$ cat src/design/stxrx_pkg.sv
`timescale 1ns / 1ps
`default_nettype none
// ----------------------------------------------------------------------------
// stxrx_pkg
// Types and constants shared by the framed packet receiver modules.
// ----------------------------------------------------------------------------
package stxrx_pkg;

	localparam int unsigned CfgDataWidth = 16;
	localparam int unsigned CfgIndexWidth = 2;
	localparam int unsigned CountWidth = 32;
	localparam int unsigned LengthWidth = 7;
	localparam int unsigned IndexWidth = 6;

	// configuration register indexes
	localparam logic [CfgIndexWidth-1:0] CFG_START_MARKER = 2'd0;
	localparam logic [CfgIndexWidth-1:0] CFG_END_MARKER = 2'd1;
	localparam logic [CfgIndexWidth-1:0] CFG_TIMEOUT_LIMIT = 2'd2;

	// configuration reset values
	localparam logic [7:0] START_MARKER_RST = 8'd2;
	localparam logic [7:0] END_MARKER_RST = 8'd3;
	localparam logic [15:0] TIMEOUT_LIMIT_RST = 16'd100;

	typedef enum logic [1:0] {
		OP_BYTE = 2'd0,
		OP_TICK = 2'd1,
		OP_CLEAR = 2'd2
	} op_t;

	typedef enum logic [2:0] {
		KIND_BYTE = 3'd0,
		KIND_EMPTY = 3'd1,
		KIND_CHKERR = 3'd2,
		KIND_BADEND = 3'd3,
		KIND_OVERRUN = 3'd4,
		KIND_TIMEOUT = 3'd5
	} kind_t;

	typedef enum logic [2:0] {
		PH_HUNT = 3'd0,
		PH_CMD = 3'd1,
		PH_LEN = 3'd2,
		PH_DATA = 3'd3,
		PH_CHK = 3'd4,
		PH_END = 3'd5
	} phase_t;

	typedef enum logic [1:0] {
		SQ_IDLE = 2'd0,
		SQ_EXEC = 2'd1,
		SQ_READ = 2'd2,
		SQ_EMIT = 2'd3
	} seq_t;

	typedef struct packed {
		logic [1:0] operation;
		logic [7:0] rx_byte;
	} rx_item_t;

	typedef struct packed {
		kind_t kind;
		logic [7:0] command;
		logic [LengthWidth-1:0] length;
		logic [IndexWidth-1:0] byte_index;
		logic [7:0] payload_byte;
		logic last;
		logic [CountWidth-1:0] received_count;
		logic [CountWidth-1:0] checksum_error_count;
		logic [CountWidth-1:0] timeout_count;
		logic [CountWidth-1:0] overrun_count;
	} rx_result_t;

	// controller to datapath
	typedef struct packed {
		logic load_item;
		logic start_pkt;
		logic load_cmd;
		logic load_len;
		logic write_data;
		logic load_chk;
		logic tick_inc;
		logic inc_good;
		logic inc_chkerr;
		logic inc_timeout;
		logic inc_overrun;
		logic clear_stats;
		logic rd_start;
		logic rd_next;
		logic out_load;
		kind_t out_kind;
	} dp_cmd_t;

	// datapath to controller
	typedef struct packed {
		logic [1:0] operation;
		logic byte_is_start;
		logic byte_is_end;
		logic byte_over;
		logic byte_zero;
		logic held_len_zero;
		logic xor_ok;
		logic fill_done;
		logic timeout_hit;
		logic read_last;
	} dp_status_t;

endpackage
`default_nettype wire

$ cat src/design/stx_etx_packet_receiver_unit.sv
`timescale 1ns / 1ps
`default_nettype none
// ----------------------------------------------------------------------------
// stx_etx_packet_receiver_unit
// Framed packet receiver: start marker, command, length, payload, XOR check
// byte and end marker, with timeout, error reporting and statistics.
// ----------------------------------------------------------------------------
// usage
//   in_valid/in_stall/in_data carry one transaction per byte, tick or clear.
//   out_valid/out_stall/out_data carry result transactions from one output
//   register; a good packet gives one result per payload byte (or one empty
//   result), an error gives one result.
//   cfg_write/cfg_index/cfg_data write start marker, end marker and timeout
//   limit; write them only while the block is idle.
//   an input transaction is accepted, then executed in the controller; an
//   immediate result is loaded in the execute step and shows on out_valid
//   from the result register. a good packet's payload is then read from
//   the payload store byte by byte, each in a read and an emit step, and
//   the next transaction is accepted only after the last byte is emitted.
//   a stalled receiver holds the result register; the block still takes
//   a transaction and waits only when a new result has nowhere to go.
//   reset restores configuration defaults, clears counters and parser and
//   empties the output register; the payload store needs no clearing.
// ----------------------------------------------------------------------------
module stx_etx_packet_receiver_unit
	import stxrx_pkg::*;
#(
	parameter int unsigned MAX_PAYLOAD = 64
) (
	input  wire logic                     clk,
	input  wire logic                     arst_n,
	input  wire logic                     in_valid,
	output logic                          in_stall,
	input  wire rx_item_t                 in_data,
	output logic                          out_valid,
	input  wire logic                     out_stall,
	output rx_result_t                    out_data,
	input  wire logic                     cfg_write,
	input  wire logic [CfgIndexWidth-1:0] cfg_index,
	input  wire logic [CfgDataWidth-1:0]  cfg_data
);

	dp_cmd_t    ctrl_cmd;
	dp_status_t dp_sts;

	stxrx_ctrl u_ctrl (
		.clk      (clk),
		.arst_n   (arst_n),
		.in_valid (in_valid),
		.in_stall (in_stall),
		.out_valid(out_valid),
		.out_stall(out_stall),
		.sts      (dp_sts),
		.cmd      (ctrl_cmd)
	);

	stxrx_dp #(
		.MAX_PAYLOAD(MAX_PAYLOAD)
	) u_dp (
		.clk      (clk),
		.arst_n   (arst_n),
		.cfg_write(cfg_write),
		.cfg_index(cfg_index),
		.cfg_data (cfg_data),
		.in_data  (in_data),
		.cmd      (ctrl_cmd),
		.sts      (dp_sts),
		.out_data (out_data)
	);

`ifndef SYNTHESIS
	// a result is never loaded over one that is still stalled
	a_no_overwrite: assert property (@(posedge clk) disable iff (!arst_n)
		ctrl_cmd.out_load |-> (!out_valid || !out_stall))
		else $error("result register overwritten while stalled");

	// results are produced only after the accept cycle
	a_no_load_on_accept: assert property (@(posedge clk) disable iff (!arst_n)
		(in_valid && !in_stall) |-> !ctrl_cmd.out_load)
		else $error("result loaded in the accept cycle");

	// payload byte results stay inside their packet
	a_index_in_length: assert property (@(posedge clk) disable iff (!arst_n)
		(out_valid && out_data.kind == KIND_BYTE) |->
			({1'b0, out_data.byte_index} < out_data.length))
		else $error("byte index beyond packet length");

	// empty and error results always close their run
	a_single_last: assert property (@(posedge clk) disable iff (!arst_n)
		(out_valid && out_data.kind != KIND_BYTE) |-> out_data.last)
		else $error("single result without last");
`endif

endmodule
`default_nettype wire

$ cat src/design/stxrx_ram.sv
`timescale 1ns / 1ps
`default_nettype none
// ----------------------------------------------------------------------------
// stxrx_ram
// Generic single write port RAM with one registered read port.
// ----------------------------------------------------------------------------
module stxrx_ram #(
	parameter int unsigned Width = 8,
	parameter int unsigned Depth = 64,
	localparam int unsigned AddrWidth = (Depth > 1) ? $clog2(Depth) : 1
) (
	input  wire logic                 clk,
	input  wire logic                 wr_en,
	input  wire logic [AddrWidth-1:0] wr_addr,
	input  wire logic [Width-1:0]     wr_data,
	input  wire logic [AddrWidth-1:0] rd_addr,
	output logic      [Width-1:0]     rd_data
);

	logic [Width-1:0] mem_q [Depth];
	logic [Width-1:0] rd_data_q;

	always_ff @(posedge clk) begin
		if (wr_en) begin
			mem_q[wr_addr] <= wr_data;
		end
		rd_data_q <= mem_q[rd_addr];
	end

	assign rd_data = rd_data_q;

endmodule
`default_nettype wire

$ cat src/design/stxrx_dp.sv
`timescale 1ns / 1ps
`default_nettype none
// ----------------------------------------------------------------------------
// stxrx_dp
// Receiver datapath: configuration, packet fields, checksum, timer,
// statistics counters, payload store and the result register.
// ----------------------------------------------------------------------------
module stxrx_dp
	import stxrx_pkg::*;
#(
	parameter int unsigned MAX_PAYLOAD = 64
) (
	input  wire logic                     clk,
	input  wire logic                     arst_n,
	input  wire logic                     cfg_write,
	input  wire logic [CfgIndexWidth-1:0] cfg_index,
	input  wire logic [CfgDataWidth-1:0]  cfg_data,
	input  wire rx_item_t                 in_data,
	input  wire dp_cmd_t                  cmd,
	output dp_status_t                    sts,
	output rx_result_t                    out_data
);

	localparam int unsigned AddrWidth = (MAX_PAYLOAD > 1) ? $clog2(MAX_PAYLOAD) : 1;
	localparam logic [7:0] LenLimit = 8'(MAX_PAYLOAD);

	logic [7:0]             start_q;
	logic [7:0]             end_q;
	logic [15:0]            limit_q;
	rx_item_t               item_q;
	logic [7:0]             held_cmd_q;
	logic [LengthWidth-1:0] held_len_q;
	logic [LengthWidth-1:0] fill_q;
	logic [7:0]             xor_q;
	logic [7:0]             chk_q;
	logic [15:0]            elapsed_q;
	logic [IndexWidth-1:0]  rd_idx_q;
	logic [CountWidth-1:0]  good_q, chkerr_q, timeout_q, overrun_q;
	logic [CountWidth-1:0]  good_d, chkerr_d, timeout_d, overrun_d;
	rx_result_t             out_q;
	logic [7:0]             ram_rdata;

	// configuration registers
	always_ff @(posedge clk or negedge arst_n) begin
		if (!arst_n) begin
			start_q <= START_MARKER_RST;
			end_q   <= END_MARKER_RST;
			limit_q <= TIMEOUT_LIMIT_RST;
		end else if (cfg_write) begin
			unique case (cfg_index)
				CFG_START_MARKER:  start_q <= cfg_data[7:0];
				CFG_END_MARKER:    end_q   <= cfg_data[7:0];
				CFG_TIMEOUT_LIMIT: limit_q <= cfg_data[15:0];
				default: ;
			endcase
		end
	end

	always_ff @(posedge clk) begin
		if (cmd.load_item) begin
			item_q <= in_data;
		end
	end

	// packet fields and timer
	always_ff @(posedge clk or negedge arst_n) begin
		if (!arst_n) begin
			held_cmd_q <= '0;
			held_len_q <= '0;
			fill_q     <= '0;
			xor_q      <= '0;
			chk_q      <= '0;
			elapsed_q  <= '0;
			rd_idx_q   <= '0;
		end else begin
			if (cmd.start_pkt) begin
				elapsed_q <= '0;
			end else if (cmd.tick_inc) begin
				elapsed_q <= elapsed_q + 16'd1;
			end
			if (cmd.load_cmd) begin
				held_cmd_q <= item_q.rx_byte;
				xor_q      <= item_q.rx_byte;
			end
			if (cmd.load_len) begin
				held_len_q <= item_q.rx_byte[LengthWidth-1:0];
				xor_q      <= xor_q ^ item_q.rx_byte;
				fill_q     <= '0;
			end
			if (cmd.write_data) begin
				xor_q  <= xor_q ^ item_q.rx_byte;
				fill_q <= fill_q + 7'd1;
			end
			if (cmd.load_chk) begin
				chk_q <= item_q.rx_byte;
			end
			if (cmd.rd_start) begin
				rd_idx_q <= '0;
			end else if (cmd.rd_next) begin
				rd_idx_q <= rd_idx_q + 6'd1;
			end
		end
	end

	// counters, next values also feed the result register
	always_comb begin
		good_d    = good_q;
		chkerr_d  = chkerr_q;
		timeout_d = timeout_q;
		overrun_d = overrun_q;
		if (cmd.clear_stats) begin
			good_d    = '0;
			chkerr_d  = '0;
			timeout_d = '0;
			overrun_d = '0;
		end else begin
			if (cmd.inc_good)    good_d    = good_q + 32'd1;
			if (cmd.inc_chkerr)  chkerr_d  = chkerr_q + 32'd1;
			if (cmd.inc_timeout) timeout_d = timeout_q + 32'd1;
			if (cmd.inc_overrun) overrun_d = overrun_q + 32'd1;
		end
	end

	always_ff @(posedge clk or negedge arst_n) begin
		if (!arst_n) begin
			good_q    <= '0;
			chkerr_q  <= '0;
			timeout_q <= '0;
			overrun_q <= '0;
		end else begin
			good_q    <= good_d;
			chkerr_q  <= chkerr_d;
			timeout_q <= timeout_d;
			overrun_q <= overrun_d;
		end
	end

	stxrx_ram #(
		.Width(8),
		.Depth(MAX_PAYLOAD)
	) u_store (
		.clk    (clk),
		.wr_en  (cmd.write_data),
		.wr_addr(fill_q[AddrWidth-1:0]),
		.wr_data(item_q.rx_byte),
		.rd_addr(rd_idx_q[AddrWidth-1:0]),
		.rd_data(ram_rdata)
	);

	always_comb begin
		sts.operation     = item_q.operation;
		sts.byte_is_start = (item_q.rx_byte == start_q);
		sts.byte_is_end   = (item_q.rx_byte == end_q);
		sts.byte_over     = (item_q.rx_byte > LenLimit);
		sts.byte_zero     = (item_q.rx_byte == 8'd0);
		sts.held_len_zero = (held_len_q == '0);
		sts.xor_ok        = (xor_q == chk_q);
		sts.fill_done     = ((fill_q + 7'd1) >= held_len_q);
		sts.timeout_hit   = (elapsed_q >= limit_q);
		sts.read_last     = (({1'b0, rd_idx_q} + 7'd1) == held_len_q);
	end

	// result register, error results carry zeroed packet fields
	always_ff @(posedge clk) begin
		if (cmd.out_load) begin
			out_q.kind                 <= cmd.out_kind;
			out_q.received_count       <= good_d;
			out_q.checksum_error_count <= chkerr_d;
			out_q.timeout_count        <= timeout_d;
			out_q.overrun_count        <= overrun_d;
			unique case (cmd.out_kind)
				KIND_BYTE: begin
					out_q.command      <= held_cmd_q;
					out_q.length       <= held_len_q;
					out_q.byte_index   <= rd_idx_q;
					out_q.payload_byte <= ram_rdata;
					out_q.last         <= sts.read_last;
				end
				KIND_EMPTY: begin
					out_q.command      <= held_cmd_q;
					out_q.length       <= '0;
					out_q.byte_index   <= '0;
					out_q.payload_byte <= '0;
					out_q.last         <= 1'b1;
				end
				default: begin
					out_q.command      <= '0;
					out_q.length       <= '0;
					out_q.byte_index   <= '0;
					out_q.payload_byte <= '0;
					out_q.last         <= 1'b1;
				end
			endcase
		end
	end

	assign out_data = out_q;

endmodule
`default_nettype wire

$ cat src/design/stxrx_ctrl.sv
`timescale 1ns / 1ps
`default_nettype none
// ----------------------------------------------------------------------------
// stxrx_ctrl
// Receiver controller: transaction sequencer, packet parse phase and
// result register valid flag.
// ----------------------------------------------------------------------------
module stxrx_ctrl
	import stxrx_pkg::*;
(
	input  wire logic       clk,
	input  wire logic       arst_n,
	input  wire logic       in_valid,
	output logic            in_stall,
	output logic            out_valid,
	input  wire logic       out_stall,
	input  wire dp_status_t sts,
	output dp_cmd_t         cmd
);

	seq_t   seq_q, seq_d;
	phase_t phase_q, phase_d;
	logic   out_valid_q;
	logic   slot_free;

	assign slot_free = !out_valid_q || !out_stall;
	assign in_stall  = (seq_q != SQ_IDLE);
	assign out_valid = out_valid_q;

	always_ff @(posedge clk or negedge arst_n) begin
		if (!arst_n) begin
			seq_q       <= SQ_IDLE;
			phase_q     <= PH_HUNT;
			out_valid_q <= 1'b0;
		end else begin
			seq_q   <= seq_d;
			phase_q <= phase_d;
			if (cmd.out_load) begin
				out_valid_q <= 1'b1;
			end else if (!out_stall) begin
				out_valid_q <= 1'b0;
			end
		end
	end

	always_comb begin
		cmd     = '0;
		seq_d   = seq_q;
		phase_d = phase_q;
		unique case (seq_q)
			SQ_IDLE: begin
				if (in_valid) begin
					cmd.load_item = 1'b1;
					seq_d         = SQ_EXEC;
				end
			end
			SQ_EXEC: begin
				seq_d = SQ_IDLE;
				unique case (sts.operation)
					OP_BYTE: begin
						unique case (phase_q)
							PH_HUNT: begin
								if (sts.byte_is_start) begin
									cmd.start_pkt = 1'b1;
									phase_d       = PH_CMD;
								end
							end
							PH_CMD: begin
								cmd.load_cmd = 1'b1;
								phase_d      = PH_LEN;
							end
							PH_LEN: begin
								if (sts.byte_over) begin
									if (slot_free) begin
										cmd.inc_overrun = 1'b1;
										cmd.out_load    = 1'b1;
										cmd.out_kind    = KIND_OVERRUN;
										phase_d         = PH_HUNT;
									end else begin
										seq_d = SQ_EXEC;
									end
								end else begin
									cmd.load_len = 1'b1;
									phase_d      = sts.byte_zero ? PH_CHK : PH_DATA;
								end
							end
							PH_DATA: begin
								cmd.write_data = 1'b1;
								if (sts.fill_done) begin
									phase_d = PH_CHK;
								end
							end
							PH_CHK: begin
								cmd.load_chk = 1'b1;
								phase_d      = PH_END;
							end
							PH_END: begin
								if (!sts.byte_is_end || !sts.xor_ok || sts.held_len_zero) begin
									// these outcomes give one result directly, once the result register is free
									if (slot_free) begin
										cmd.out_load = 1'b1;
										phase_d      = PH_HUNT;
										priority if (!sts.byte_is_end) begin
											cmd.out_kind = KIND_BADEND;
										end else if (!sts.xor_ok) begin
											cmd.inc_chkerr = 1'b1;
											cmd.out_kind   = KIND_CHKERR;
										end else begin
											cmd.inc_good = 1'b1;
											cmd.out_kind = KIND_EMPTY;
										end
									end else begin
										seq_d = SQ_EXEC;
									end
								end else begin
									cmd.inc_good = 1'b1;
									cmd.rd_start = 1'b1;
									phase_d      = PH_HUNT;
									seq_d        = SQ_READ;
								end
							end
							default: begin
								phase_d = PH_HUNT;
							end
						endcase
					end
					OP_TICK: begin
						if (phase_q != PH_HUNT) begin
							if (sts.timeout_hit) begin
								if (slot_free) begin
									cmd.inc_timeout = 1'b1;
									cmd.out_load    = 1'b1;
									cmd.out_kind    = KIND_TIMEOUT;
									phase_d         = PH_HUNT;
								end else begin
									seq_d = SQ_EXEC;
								end
							end else begin
								cmd.tick_inc = 1'b1;
							end
						end
					end
					OP_CLEAR: begin
						cmd.clear_stats = 1'b1;
					end
					default: ;
				endcase
			end
			SQ_READ: begin
				// store read data is registered, valid in the next cycle
				seq_d = SQ_EMIT;
			end
			SQ_EMIT: begin
				if (slot_free) begin
					cmd.out_load = 1'b1;
					cmd.out_kind = KIND_BYTE;
					if (sts.read_last) begin
						seq_d = SQ_IDLE;
					end else begin
						cmd.rd_next = 1'b1;
						seq_d       = SQ_READ;
					end
				end
			end
			default: begin
				seq_d = SQ_IDLE;
			end
		endcase
	end

endmodule
`default_nettype wire
$ cat config.mk
export PLATFORM = sky130hd
export DESIGN_NAME = stx_etx_packet_receiver_unit
export DESIGN_NICKNAME = d
export VERILOG_FILES = /design/src/design/stxrx_pkg.sv /design/src/design/stx_etx_packet_receiver_unit.sv /design/src/design/stxrx_ram.sv /design/src/design/stxrx_dp.sv /design/src/design/stxrx_ctrl.sv
export SDC_FILE = /design/constraint.sdc
export NUM_CORES = 1
export LEC_CHECK = 0
export BUFFER_PORTS_ARGS = -buffer_cell sky130_fd_sc_hd__buf_2
export CORE_MARGIN = 2
export CORE_UTILIZATION = 31
export CTS_BUF_LIST = sky130_fd_sc_hd__clkbuf_2 sky130_fd_sc_hd__clkbuf_4 sky130_fd_sc_hd__clkbuf_8
export DETAILED_ROUTE_END_ITERATION = 16
export PLACE_DENSITY = 0.47
export SLEW_MARGIN = 20
export SYNTH_ARGS = -nofsm -noshare
export SYNTH_HDL_FRONTEND = slang
export SYNTH_SLANG_ARGS = --single-unit
$ cat constraint.sdc
create_clock -name clk -period 9.1 [get_ports clk]
set_input_delay 1.365 -clock clk [delete_from_list [all_inputs] [get_ports clk]]
set_output_delay 1.365 -clock clk [all_outputs]
set_load 0.05 [all_outputs]
== After elaboration in Yosys (flattened, before gate mapping) ==
Memories as Yosys holds them, arrays and structs flattened. A register that Yosys moved wholly into a read port is not among the register bits.
Index checks and enable logic that the tools add are counted.
Word-level totals
  register bits: 397
  latch bits: 0
  bits in writable memories: 512
  ROM bits: 0
  bits of input ports: 33
  output and inout port bits: 163
  memories kept: 1
Memory list
  u_dp.u_store.mem_q: words 64, width 8, rd ports 1, clocked after Yosys merged registers in 1, write ports 1, RTL line stxrx_ram.sv:20  | logic [Width-1:0] mem_q [Depth];
Cells by class
  add/subtract/negate cells: 8
  $mul: 0
  div/mod/pow operators: 0
  magnitude comparators: 3
  eq/ne operators: 24
  shift-type cells: 0
  multiplexer cells: 91
  bitwise operators: 1
  reduce and logical (&&, ||, !) cells: 26
Operators with widths (number)
  $mux W32: 8
  $add A32 B1 Y32 const B: 4
  $pmux W30 S2: 1
  $mux W1: 35
  $mux W16: 2
  $mux W4: 7
  $mux W3: 9
  $eq A8 B8 Y1: 3
  $mux W8: 3
  $pmux W4 S2: 3
  $mux W2: 11
  $pmux W3 S6: 1
  $add A16 B1 Y16 const B: 1
  $ge A16 B16 Y1: 1
  $mux W7: 2
  $mux W12: 1
  $mux W6: 2
  $mux W5: 2
  $reduce_bool A2 Y1: 5
  $eq A2 B2 Y1 const B: 4
  $gt A8 B7 Y1 const B: 1
  $logic_not A8 Y1: 1
  $pmux W2 S2: 2
  $pmux W2 S4: 1
  22 further kinds: 43

== Logic depth before layout (Yosys ltp) ==
Gate-level depths: netlist of the first run.
  depth in word-level cells: 11
  depth in mapped cells: 10

== By module ==
Synthesis of the first run repeated with hierarchy kept, for this count alone.
Second synthesis, totals
  cells, all modules: 2359
  area, all modules: 37359.6 µm²
By module, submodules not included
  stxrx_ram: instances 1, cells an instance 972, area an instance 20190.6 µm², seq. area each 15534.9 µm²
  stxrx_dp: instances 1, cells an instance 1300, area an instance 16484.6 µm², seq. area each 10647.7 µm²
  stxrx_ctrl: instances 1, cells an instance 87, area an instance 684.4 µm², seq. area each 150.1 µm²

== Least setup slack after synthesis of the first run ==
Ideal clock, no wire load.
  path type: flip-flop to flip-flop
  from: reg u_dp.item_q[6] (netlist name)
  to: reg u_dp.out_q (netlist bit u_dp.out_data[0]), enable pin
  data arrival time: 5.592 ns
  required time: 7.766 ns
  path slack: 2.174 ns
  cell stages (with the launch flop): 10
  path buffers: 3
  cell sequence: edfxtp_1 clkbuf_1 xnor2_1 nand4_1 and4bb_2 clkbuf_1 nor2_2 nor4_2 clkbuf_1 nand2_1
RTL lines
  start, declared: RTL line stxrx_dp.sv:30  | rx_item_t item_q;
  start signal, assigned: RTL line stxrx_dp.sv:61  | item_q <= in_data;
  end, declared: RTL line stxrx_dp.sv:40  | rx_result_t out_q;

==> summary.txt, run 1 <==
Synth
  – Cell types with the highest counts after synthesis: sky130_fd_sc_hd__edfxtp_1 (683), sky130_fd_sc_hd__dfrtp_1 (220), sky130_fd_sc_hd__nor2_1 (148), sky130_fd_sc_hd__mux2i_1 (146), sky130_fd_sc_hd__a21oi_1 (128)
  – Synthesized instance count: 2,544
  – Number of nets produced by synthesis: 2,607
  – Fraction of synthesis flops using an asynchronous set or reset pin: 0.246
  – Post-synthesis sequential area ratio: 0.698
  – Most used flip-flop cell after synthesis: sky130_fd_sc_hd__edfxtp_1
  – Count of unique library cells instantiated by Yosys: 74
  – Largest area contributor in the synthesized netlist: sky130_fd_sc_hd__edfxtp_1
  – Post-synthesis sequential element count: 917
  – Area share of the largest cell type after synthesis: 0.544
  – Cells taking the most area after synthesis: sky130_fd_sc_hd__edfxtp_1 (54%), sky130_fd_sc_hd__dfrtp_1 (15%), sky130_fd_sc_hd__mux2i_1 (3.9%)
  – Number of warning messages in the yosys log: 0
  – Most frequent cell after synthesis: sky130_fd_sc_hd__edfxtp_1
  – Area of the mapped netlist: 37,700 sq um
  – Post-synthesis area per instance: 14.8 sq um
  – Number of enable flip-flop cells after synthesis: 683

Floorplanning
  – Boundary Pins: roughly 200
  – Area of the die: 125,000 sq um
  – Number of cell rows: 127
  – Die height: roughly 350 microns
  – Starting Density: 0.314
  – Floorplan die width: 353 microns
  – Total core area: 120,000 sq um

Clock network
  – Root buf cell: sky130_fd_sc_hd__clkbuf_8
  – Clock insertion delay at the later pin of the skew report: 830 ps
  – Cts repair resizes: 0
  – Number of hold buffers added after CTS: 0
  – Number of post-CTS setup repair buffers: 0
  – Inserted Clock Buffers: 161
  – CTS tree: done
  – # clock sinks: 917
  – Worst-path clk slew: 50 ps
  – Largest buffer count on any clock path: 3
  – CTS H-tree depth: 4

STA
  – Worst clock skew on the final layout: 43.8 ps
  – Count of endpoints failing hold in the final timing report: 0
  – Setup repair after global routing missed its margin: no
  – Post-route worst hold slack: 494 ps
  – Final setup violation count: 0
  – Worst max-slew margin expressed relative to the limit: 0.331
  – Tcrit/Tclk final: 0.480
  – Max-slew violations: 0
  – FMAX: 229 MHz
  – Post-layout min period: 4370 ps
  – Sum Neg Setup Slack: 0 ps
  – Slew at the pin with the worst max-slew slack: 1000 ps

Layout
  – Final design area excluding fillers: 43,800 sq um
  – Growth of design area from synthesis to finish: 16.2%
  – Number of nets in the final layout: 2,864
  – Layout cells sized above 1: 0.222
  – Core occupancy in the finished layout: 0.364

Pwr
  – Switching power share of the total: 0.338
  – Cell leakage power: 15.7 nW
  – Internal Dissipation: 8.15 mW
  – Sequential power share: 0.428
  – Share of total power in the clock network: 0.314
  – Net Sw Power: 4.16 mW
  – Total power of the final layout: 12.3 mW
  – Power per cell area: around 280 nW/um^2
  – Worst VDD drop: between 0.3 and 0.4 mV
  – Combinational cell fraction of total power: 0.258

Setup path
  – Cell-by-cell trace of the critical path: buf_4, nor3_1, a21oi_1, and3_1, nor4_4, nand2_4, buf_4
  – Cell occurring most often along the worst timing path: sky130_fd_sc_hd__buf_4
  – Critical path class: register to register
  – Master of the slowest instance on the critical path: sky130_fd_sc_hd__buf_4
  – Largest stage delay on the critical path: around 800 ps
  – Kind of end point of the critical path: register
  – Cell family contributing the most delay on the critical path: buffers and inverters
  – Worst path bufs/invs: 2
  – Arrival time of the worst setup path: 4810 ps
  – Critical path data required time: 9540 ps
  – Max FO, Critical Path: 73
  – Startpoint class of the critical path: register

Drt
  – Via density: 4.96
  – DRC: 0
  – Via total after detailed routing: 22.6k
  – Routed len/inst: 21.1 microns
  – Number of detailed-route iterations in the first pass: 5
  – Number of DRC markers after the initial detailed-route iteration: 1,299
  – Number of routed nets with antenna violations: 0
  – Post-Route WL: 96,100 microns

Global route
  – Number of global-route vias before repair: 23.3k
  – Maximum number of pins on one net before global-route repair: about 130
  – Wire length of the first global-routing pass: 146,000 microns
  – Initial antenna violation count: 3
  – Total congestion overflow after global routing: 0
  – Global routing usage summed across all routing layers: 0.153

Place
  – Final GP Congestion: 0.804
  – IO buf count: 195
  – Post-detailed-placement half-perimeter wirelength: 61,200 microns
  – Area after detailed placement: roughly 40,000 sq um

Outcome
  – Status: completed

Run
  – Number of maximum-capacitance violations: 0

Hold path
  – Path category of the worst min-delay check: register to register
==> cells by family after synthesis <==
| group | count (synthesis) | share of synthesized area |
|---|---|---|
| muxes | 265 | 0.0934 |
| adders and majority gates | 30 | 0.00995 |
| DFF | 917 | 0.698 |
| and+or+nand+nor | 651 | 0.0913 |
| buffers and inverters | 184 | 0.0190 |
| xor gates and xnor gates | 80 | 0.0186 |
| AOI/OAI and AO/OA | 417 | 0.0699 |
==> layer usage <==
metal / track usage / up-vias / share of wire
li1: - / 10400 / -
met1: 0.200 / 11500 / 0.44
met2: 0.254 / 564 / 0.49
met3: 0.0321 / 142 / 0.046
met4: 0.0511 / 0 / 0.022
met5: 0 / - / 0
==> registers in the layout, indices dropped and copies added (netlist names), 8 cells and up <==
register and flops:
u_dp.chk_q 8, u_dp.chkerr_q 32, u_dp.elapsed_q 16, u_dp.end_q 8, u_dp.good_q 32, u_dp.held_cmd_q 8, u_dp.item_q 8, u_dp.limit_q 16
u_dp.out_data 161, u_dp.overrun_q 32, u_dp.start_q 8, u_dp.timeout_q 32, u_dp.u_store.mem_q 512, u_dp.u_store.rd_data 8, u_dp.xor_q 8
==> worst paths after layout <==
kind	from	end	slack, ps	cells after the start
max in group asynchronous	arst_n	u_dp.rd_idx_q[0]	6820	2
setup / recovery	u_dp.item_q[2]	u_dp.out_data[131]	4730	7
setup reg to reg	u_dp.item_q[2]	u_dp.out_data[131]	4730	7
hold / removal	u_dp.good_q[31]	u_dp.good_q[31]	490	1
hold reg to reg	u_dp.good_q[31]	u_dp.good_q[31]	490	1
min in group asynchronous	arst_n	u_dp.limit_q[8]	660	1
==> area by class of cell <==
class,instances,area [sq um]
antenna,5,12.5
clock buffer,224,2750
clock inverter,74,556
fill,11400,76500
inverter,55,206
multi-input combinational,1443,10700
sequential,917,26300
tap,1612,2020
timing repair buffer,223,1210
==> layout by cell type (no fill, tap or decap), drive strengths merged, types with 57 or more instances in the layout <==
| cell type | instances |
|---|---|
| dfrtp | 220 |
| nand3 | 79 |
| nor2 | 150 |
| buf | 223 |
| edfxtp | 683 |
| nand2 | 119 |
| clkbuf | 224 |
| o21ai | 103 |
| a21oi | 128 |
| inv | 63 |
| clkinv | 57 |
| or3 | 65 |
| mux2i | 146 |
| mux4 | 64 |
==> metrics by stage <==
| step | cells | setup slack, ps |
|---|---|---|
| floorplan | 2544 | 2170 |
| global placement | 4249 | 4610 |
| detailed placement | 4249 | 4450 |
| CTS | 4547 | 4640 |
| global route | 4549 | 4310 |
| finish | 4553 | 4730 |
==> power by group through the flow <==
stage               sequential (mW)  combinational, mW  clock, mW
finish                         5.26               3.18       3.86
global route                   5.30               3.41       4.18
CTS                            5.27               3.22       3.99
detailed placement             5.35               3.21          0
global placement               5.35               3.19          0
floorplan                      5.79               1.75          0
No activity file was read; power rests on OpenSTA's default activity.
==> run 2, diff against run 1 <==
==> constraint.sdc (replaced) <==
create_clock -name clk -period 4.2 [get_ports clk]
set_input_delay 0.63 -clock clk [delete_from_list [all_inputs] [get_ports clk]]
set_output_delay 0.63 -clock clk [all_outputs]
set_load 0.05 [all_outputs]
==> run 2 against run 1 <==
Clock power is 110% higher; sequential power up 110%; clock-buffer cell count decreased by 2; setup slack got worse by 4000 ps; sequential cell count is the same; die area is the same; global-route usage increased by 0.32 points; critical path type unchanged.
==> summary.txt, run 2 (same netlist as run 1, synthesis figures left out) <==
Floorplanning
  – Total core area: 120,000 sq um
  – Boundary Pins: 196
  – Area of the die: 125,000 sq um
  – Starting Density: 0.314
  – Number of cell rows: ~130
  – Die height: approximately 350 microns
  – Floorplan die width: approximately 350 microns

Layout
  – Core occupancy in the finished layout: 0.369
  – Area occupied by multi-input gates: 10,700 sq um
  – Max reg flops: 512
  – Most common cell after layout, fill and taps aside: sky130_fd_sc_hd__edfxtp_1
  – Growth of design area from synthesis to finish: 17.6%
  – Fillcell total: roughly 11k
  – Number of nets in the final layout: 2,945
  – Top library cells by usage in the layout, fill and taps aside: sky130_fd_sc_hd__edfxtp_1 (683), sky130_fd_sc_hd__dfrtp_1 (217), sky130_fd_sc_hd__buf_2 (194)
  – Layout cells sized above 1: 0.238
  – Most flops, register: u_dp.u_store.mem_q
  – Area occupied by registers: 26,300 sq um

STA
  – Sum Neg Setup Slack: 0 ps
  – FMAX: 289 MHz
  – Setup repair after global routing missed its margin: no
  – Count of endpoints failing hold in the final timing report: 0
  – Max-slew violations: 0
  – Post-layout min period: 3460 ps
  – Final setup violation count: 0
  – Worst clock skew on the final layout: 34.9 ps
  – Slew at the pin with the worst max-slew slack: 1050 ps
  – Worst max-slew margin expressed relative to the limit: 0.297
  – Tcrit/Tclk final: 0.824

Drt
  – Number of routed nets with antenna violations: 0
  – Routed len/inst: 21.3 microns
  – DRC: 0
  – Via density: between 4 and 5
  – Number of DRC markers after the initial detailed-route iteration: 1,524
  – Via total after detailed routing: 23.0k
  – Post-Route WL: 98,500 microns
  – Number of detailed-route iterations in the first pass: 9

Setup path
  – Worst path bufs/invs: 2
  – Critical path data required time: roughly 4700 ps
  – Largest stage delay on the critical path: 530 ps
  – Kind of end point of the critical path: register
  – Startpoint class of the critical path: register
  – Arrival time of the worst setup path: 3980 ps
  – Cell family contributing the most delay on the critical path: compound AO/OA/AOI/OAI gates
  – Cell occurring most often along the worst timing path: sky130_fd_sc_hd__a31oi_1
  – Reg-to-reg startpoint: u_dp.limit_q[2]
  – Beginning of the critical path: u_dp.limit_q[2]
  – Critical path class: register to register
  – Max FO, Critical Path: a little under 50
  – Master of the slowest instance on the critical path: sky130_fd_sc_hd__dfstp_2
  – Cell-by-cell trace of the critical path: inv_1, ha_1, a31oi_1, nor2b_1, o311ai_1, a31oi_1, nor4_4, nand2_8, buf_4

Global route
  – Global routing usage summed across all routing layers: 0.157
  – Wire length of the first global-routing pass: 149,000 microns
  – Initial antenna violation count: 2
  – Total congestion overflow after global routing: 0
  – Maximum number of pins on one net before global-route repair: 113
  – Number of global-route vias before repair: ~24k

Clock network
  – Root buf cell: sky130_fd_sc_hd__clkbuf_8
  – CTS H-tree depth: 4
  – Clock insertion delay at the later pin of the skew report: 800 ps
  – Inserted Clock Buffers: 152
  – CTS tree: done
  – Number of post-CTS setup repair buffers: 0
  – Largest buffer count on any clock path: 3
  – Worst-path clk slew: 60 ps
  – # clock sinks: 917

Pwr
  – Power per cell area: between 500 and 600 nW/um^2
  – Cell leakage power: 16.1 nW
  – Worst VDD drop: around 0.48 mV

Place
  – Final GP Congestion: 0.809
  – IO buf count: 195
  – Post-detailed-placement half-perimeter wirelength: 62,800 microns

Run
  – Number of maximum-capacitance violations: 0

Hold path
  – Min-delay src: in_data[3]
  – Path category of the worst min-delay check: input pin to register

Outcome
  – Status: completed
## run 2: layer usage
layer / track usage / part of all wire / vias to the layer above
li1: - / - / 10500
met1: 0.210 / 0.45 / 11700
met2: 0.255 / 0.48 / 665
met3: 0.0333 / 0.056 / 173
met4: 0.0478 / 0.022 / 0
met5: 0 / 0 / -
## run 2: final cells by class
class / instances / share of cell area
repair buffers: 313 / 0.0450
clock buffers: 222 / 0.0602
inverters: 55 / 0.00465
clock inverters: 52 / 0.00896
multi-input cells: 1443 / 0.242
diodes: 3 / 0.000169
flip-flops and latches: 917 / 0.593
well taps: 1612 / 0.0454
## run 2: worst paths after layout
check	to	slack (ps)	depth (start not counted)
setup reg to reg	u_dp.out_data[119]	740	9
min in group asynchronous	u_dp.limit_q[8]	470	2
hold / removal	u_dp.item_q[3]	70	1
setup / recovery	u_dp.out_data[119]	740	9
max in group asynchronous	u_dp.chkerr_q[16]	2750	3
hold reg to reg	u_dp.timeout_q[31]	470	1
## run 2: through the flow
| stage | cell area [sq um] | total power [mW] | cells | setup WS [ps] | hold slack (ps) |
|---|---|---|---|---|---|
| 2_1_floorplan | 37700 | 16.3 | 2544 | 92.9 | 334 |
| 3_3_place_gp | 41100 | 18.5 | 4325 | 769 | 462 |
| 6_report | 44400 | 26.3 | 4617 | 739 | 70.9 |
| 3_5_place_dp | 41200 | 18.6 | 4326 | 754 | 471 |
| 4_1_cts | 44400 | 26.7 | 4614 | 733 | 4.12 |
| 5_1_grt | 44400 | 27.6 | 4616 | 463 | 25.1 |
## run 2: power breakdown
part | total [mW] | internal (mW) | switching [mW]
clock | 7.97 | 4.35 | 3.62
combinational | 7.02 | 2.29 | 4.73
sequential | 11.3 | 10.8 | 0.505
total | 26.3 | 17.5 | 8.85
## run 2: repair_timing
action	CTS	global route
endpoints found under the hold margin	111	0
resized for setup	0	0
hold buffers	14	0
==> run 3, diff against run 2 <==
==> constraint.sdc (replaced) <==
create_clock -name clk -period 3.3 [get_ports clk]
set_input_delay 0.495 -clock clk [delete_from_list [all_inputs] [get_ports clk]]
set_output_delay 0.495 -clock clk [all_outputs]
set_load 0.05 [all_outputs]
==> run 3 against run 2 <==
Design area increased by 1.8%; first-iteration DRC count increased by 1.4%; register-to-register slack got worse by 530 ps; critical endpoint is now u_dp.out_data[62]; global-route usage decreased by 0.088 points; die area unchanged; total power increased by 30%; worst hold slack improved by 140 ps; maximum frequency increased by 12%; clock power increased by 33%; clock skew increased by 28 ps; via count increased by 0.65%; combinational power increased by 30%.
==> summary.txt, run 3 (same netlist as run 1, synthesis figures left out) <==
Outcome
  – Status: completed

Pwr
  – Power per cell area: 755 nW/um^2
  – Total power of the final layout: 34.1 mW
  – Worst VDD drop: 0.411 mV
  – Cell leakage power: 16.5 nW

STA
  – Slew at the pin with the worst max-slew slack: approximately 930 ps
  – Max-slew violations: 0
  – FMAX: roughly 320 MHz
  – Sum Neg Setup Slack: 0 ps
  – Tcrit/Tclk final: 0.938
  – Count of endpoints failing hold in the final timing report: 0
  – Final setup slack of the worst path: 204 ps
  – Post-layout min period: 3100 ps
  – Setup repair after global routing missed its margin: no
  – Final setup violation count: 0
  – Worst max-slew margin expressed relative to the limit: 0.375
  – Worst clock skew on the final layout: between 60 and 70 ps

Layout
  – Top library cells by usage in the layout, fill and taps aside: sky130_fd_sc_hd__edfxtp_1 (683), sky130_fd_sc_hd__dfrtp_1 (217), sky130_fd_sc_hd__buf_2 (194)
  – Most flops, register: u_dp.u_store.mem_q
  – Max reg flops: 512
  – Area occupied by registers: 26,300 sq um
  – Layout cells sized above 1: 0.252
  – Final non-filler cell total: 4,700
  – Growth of design area from synthesis to finish: 19.8%
  – Core occupancy in the finished layout: 0.376
  – Most common cell after layout, fill and taps aside: sky130_fd_sc_hd__edfxtp_1
  – Number of nets in the final layout: approximately 3k
  – Fillcell total: 11.3k
  – Area occupied by multi-input gates: around 11,000 sq um

Clock network
  – Inserted Clock Buffers: 162
  – # clock sinks: ~920
  – Largest buffer count on any clock path: 3
  – Worst-path clk slew: 60 ps
  – CTS H-tree depth: 4
  – Clock insertion delay at the later pin of the skew report: 850 ps
  – CTS tree: done
  – Root buf cell: sky130_fd_sc_hd__clkbuf_8

Setup path
  – Flop-to-flop setup slack: 200 ps
  – Critical path class: register to register
  – Critical path data required time: 3960 ps
  – Startpoint class of the critical path: register
  – Cell family contributing the most delay on the critical path: simple AND/OR/NAND/NOR gates
  – Kind of end point of the critical path: register
  – Arrival time of the worst setup path: 3750 ps
  – Master of the slowest instance on the critical path: sky130_fd_sc_hd__nor4_2
  – Max FO, Critical Path: 28
  – Cell-by-cell trace of the critical path: ha_1, nand2_1, nor4_2, o311ai_1, buf_4, a311o_1, buf_4, or4_1, a21oi_1
  – Largest stage delay on the critical path: 480 ps
  – Worst path bufs/invs: 2
  – Cell occurring most often along the worst timing path: sky130_fd_sc_hd__buf_4

Place
  – Cell total after placement: 4,368
  – IO buf count: 195
  – Post-detailed-placement half-perimeter wirelength: 63,100 microns
  – Final GP Congestion: 0.800
  – Worst setup timing slack at the placement stage: 241 ps

Drt
  – Via total after detailed routing: 23.2k
  – Routed len/inst: roughly 21 microns
  – Number of routed nets with antenna violations: 0
  – Via density: 4.94
  – Post-Route WL: ~99,000 microns
  – DRC: 0
  – Number of DRC markers after the initial detailed-route iteration: 1,546
  – Number of detailed-route iterations in the first pass: 5

Hold path
  – Path category of the worst min-delay check: input pin to register

Run
  – Number of maximum-capacitance violations: 0

Global route
  – Maximum number of pins on one net before global-route repair: ~110
  – Total congestion overflow after global routing: 0
  – Number of global-route vias before repair: 23.9k
  – Initial antenna violation count: 1
  – Wire length of the first global-routing pass: about 150,000 microns
  – Global routing usage summed across all routing layers: 0.156

Floorplanning
  – Die height: about 350 microns
  – Number of cell rows: 127
  – Starting Density: 0.314
  – Total core area: 120,000 sq um
  – Area of the die: 125,000 sq um
  – Floorplan die width: 353 microns
  – Boundary Pins: 196
run 3: layer usage:
| metal | up-vias | wire length (microns) | part of all wire | GRT usage |
|---|---|---|---|---|
| met3 | 169 | 5540 | 0.056 | 0.0348 |
| li1 | 10700 | - | - | - |
| met4 | 0 | 2540 | 0.026 | 0.0533 |
| met5 | - | 0 | 0 | 0 |
| met1 | 11700 | 43200 | 0.44 | 0.201 |
| met2 | 635 | 47200 | 0.48 | 0.258 |
run 3: worst paths after layout:
path,startpoint,endpoint,cells after the start
worst max-delay path,u_dp.elapsed_q[12],u_dp.out_data[62],9
worst min-delay path,cfg_index[1],u_dp.start_q[4],4
worst max register to register,u_dp.elapsed_q[12],u_dp.out_data[62],9
worst min register to register,u_dp.held_cmd_q[6],u_dp.held_cmd_q[6],1
max in group asynchronous,arst_n,u_dp.chkerr_q[4],3
min in group asynchronous,arst_n,u_dp.limit_q[4],2
run 3: timing repair:
item / 4_1_cts / 5_1_grt
setup buffers: 0 / 2
gates resized for setup: 0 / 2
hold endpoints to repair: 108 / 0
hold buffers: 28 / 0
setup endpoints to repair: 0 / 94
run 3: layout make-up:
class	count	area share
Tap cell	1612	0.0446
Timing Repair Buffer	371	0.0565
Multi-Input combinational cell	1444	0.239
Antenna cell	2	0.000111
Clock buffer	216	0.0590
Clock inverter	83	0.0134
Sequential cell	917	0.583
Inverter	55	0.00457
run 3: per-stage QoR:
step	hold slack, ps	area (sq um)
floorplan	199	37900
global placement	475	41600
detailed placement	482	41600
CTS	123	45100
global route	172	45200
finish	214	45200
run 3: worst min-delay path, delay by kind of cell:
family / cells / cell delay, ps
multiplexers: 1 / 220
buffers and inverters: 2 / 260
AND/OR/NAND/NOR: 1 / 50
run 3: where the power goes:
group / internal [mW] / leakage, nW / switching, mW
Combinational: 3.10 / 5.50 / 6.06
Sequential: 13.8 / 9.29 / 0.613
Clock: 5.79 / 1.73 / 4.79
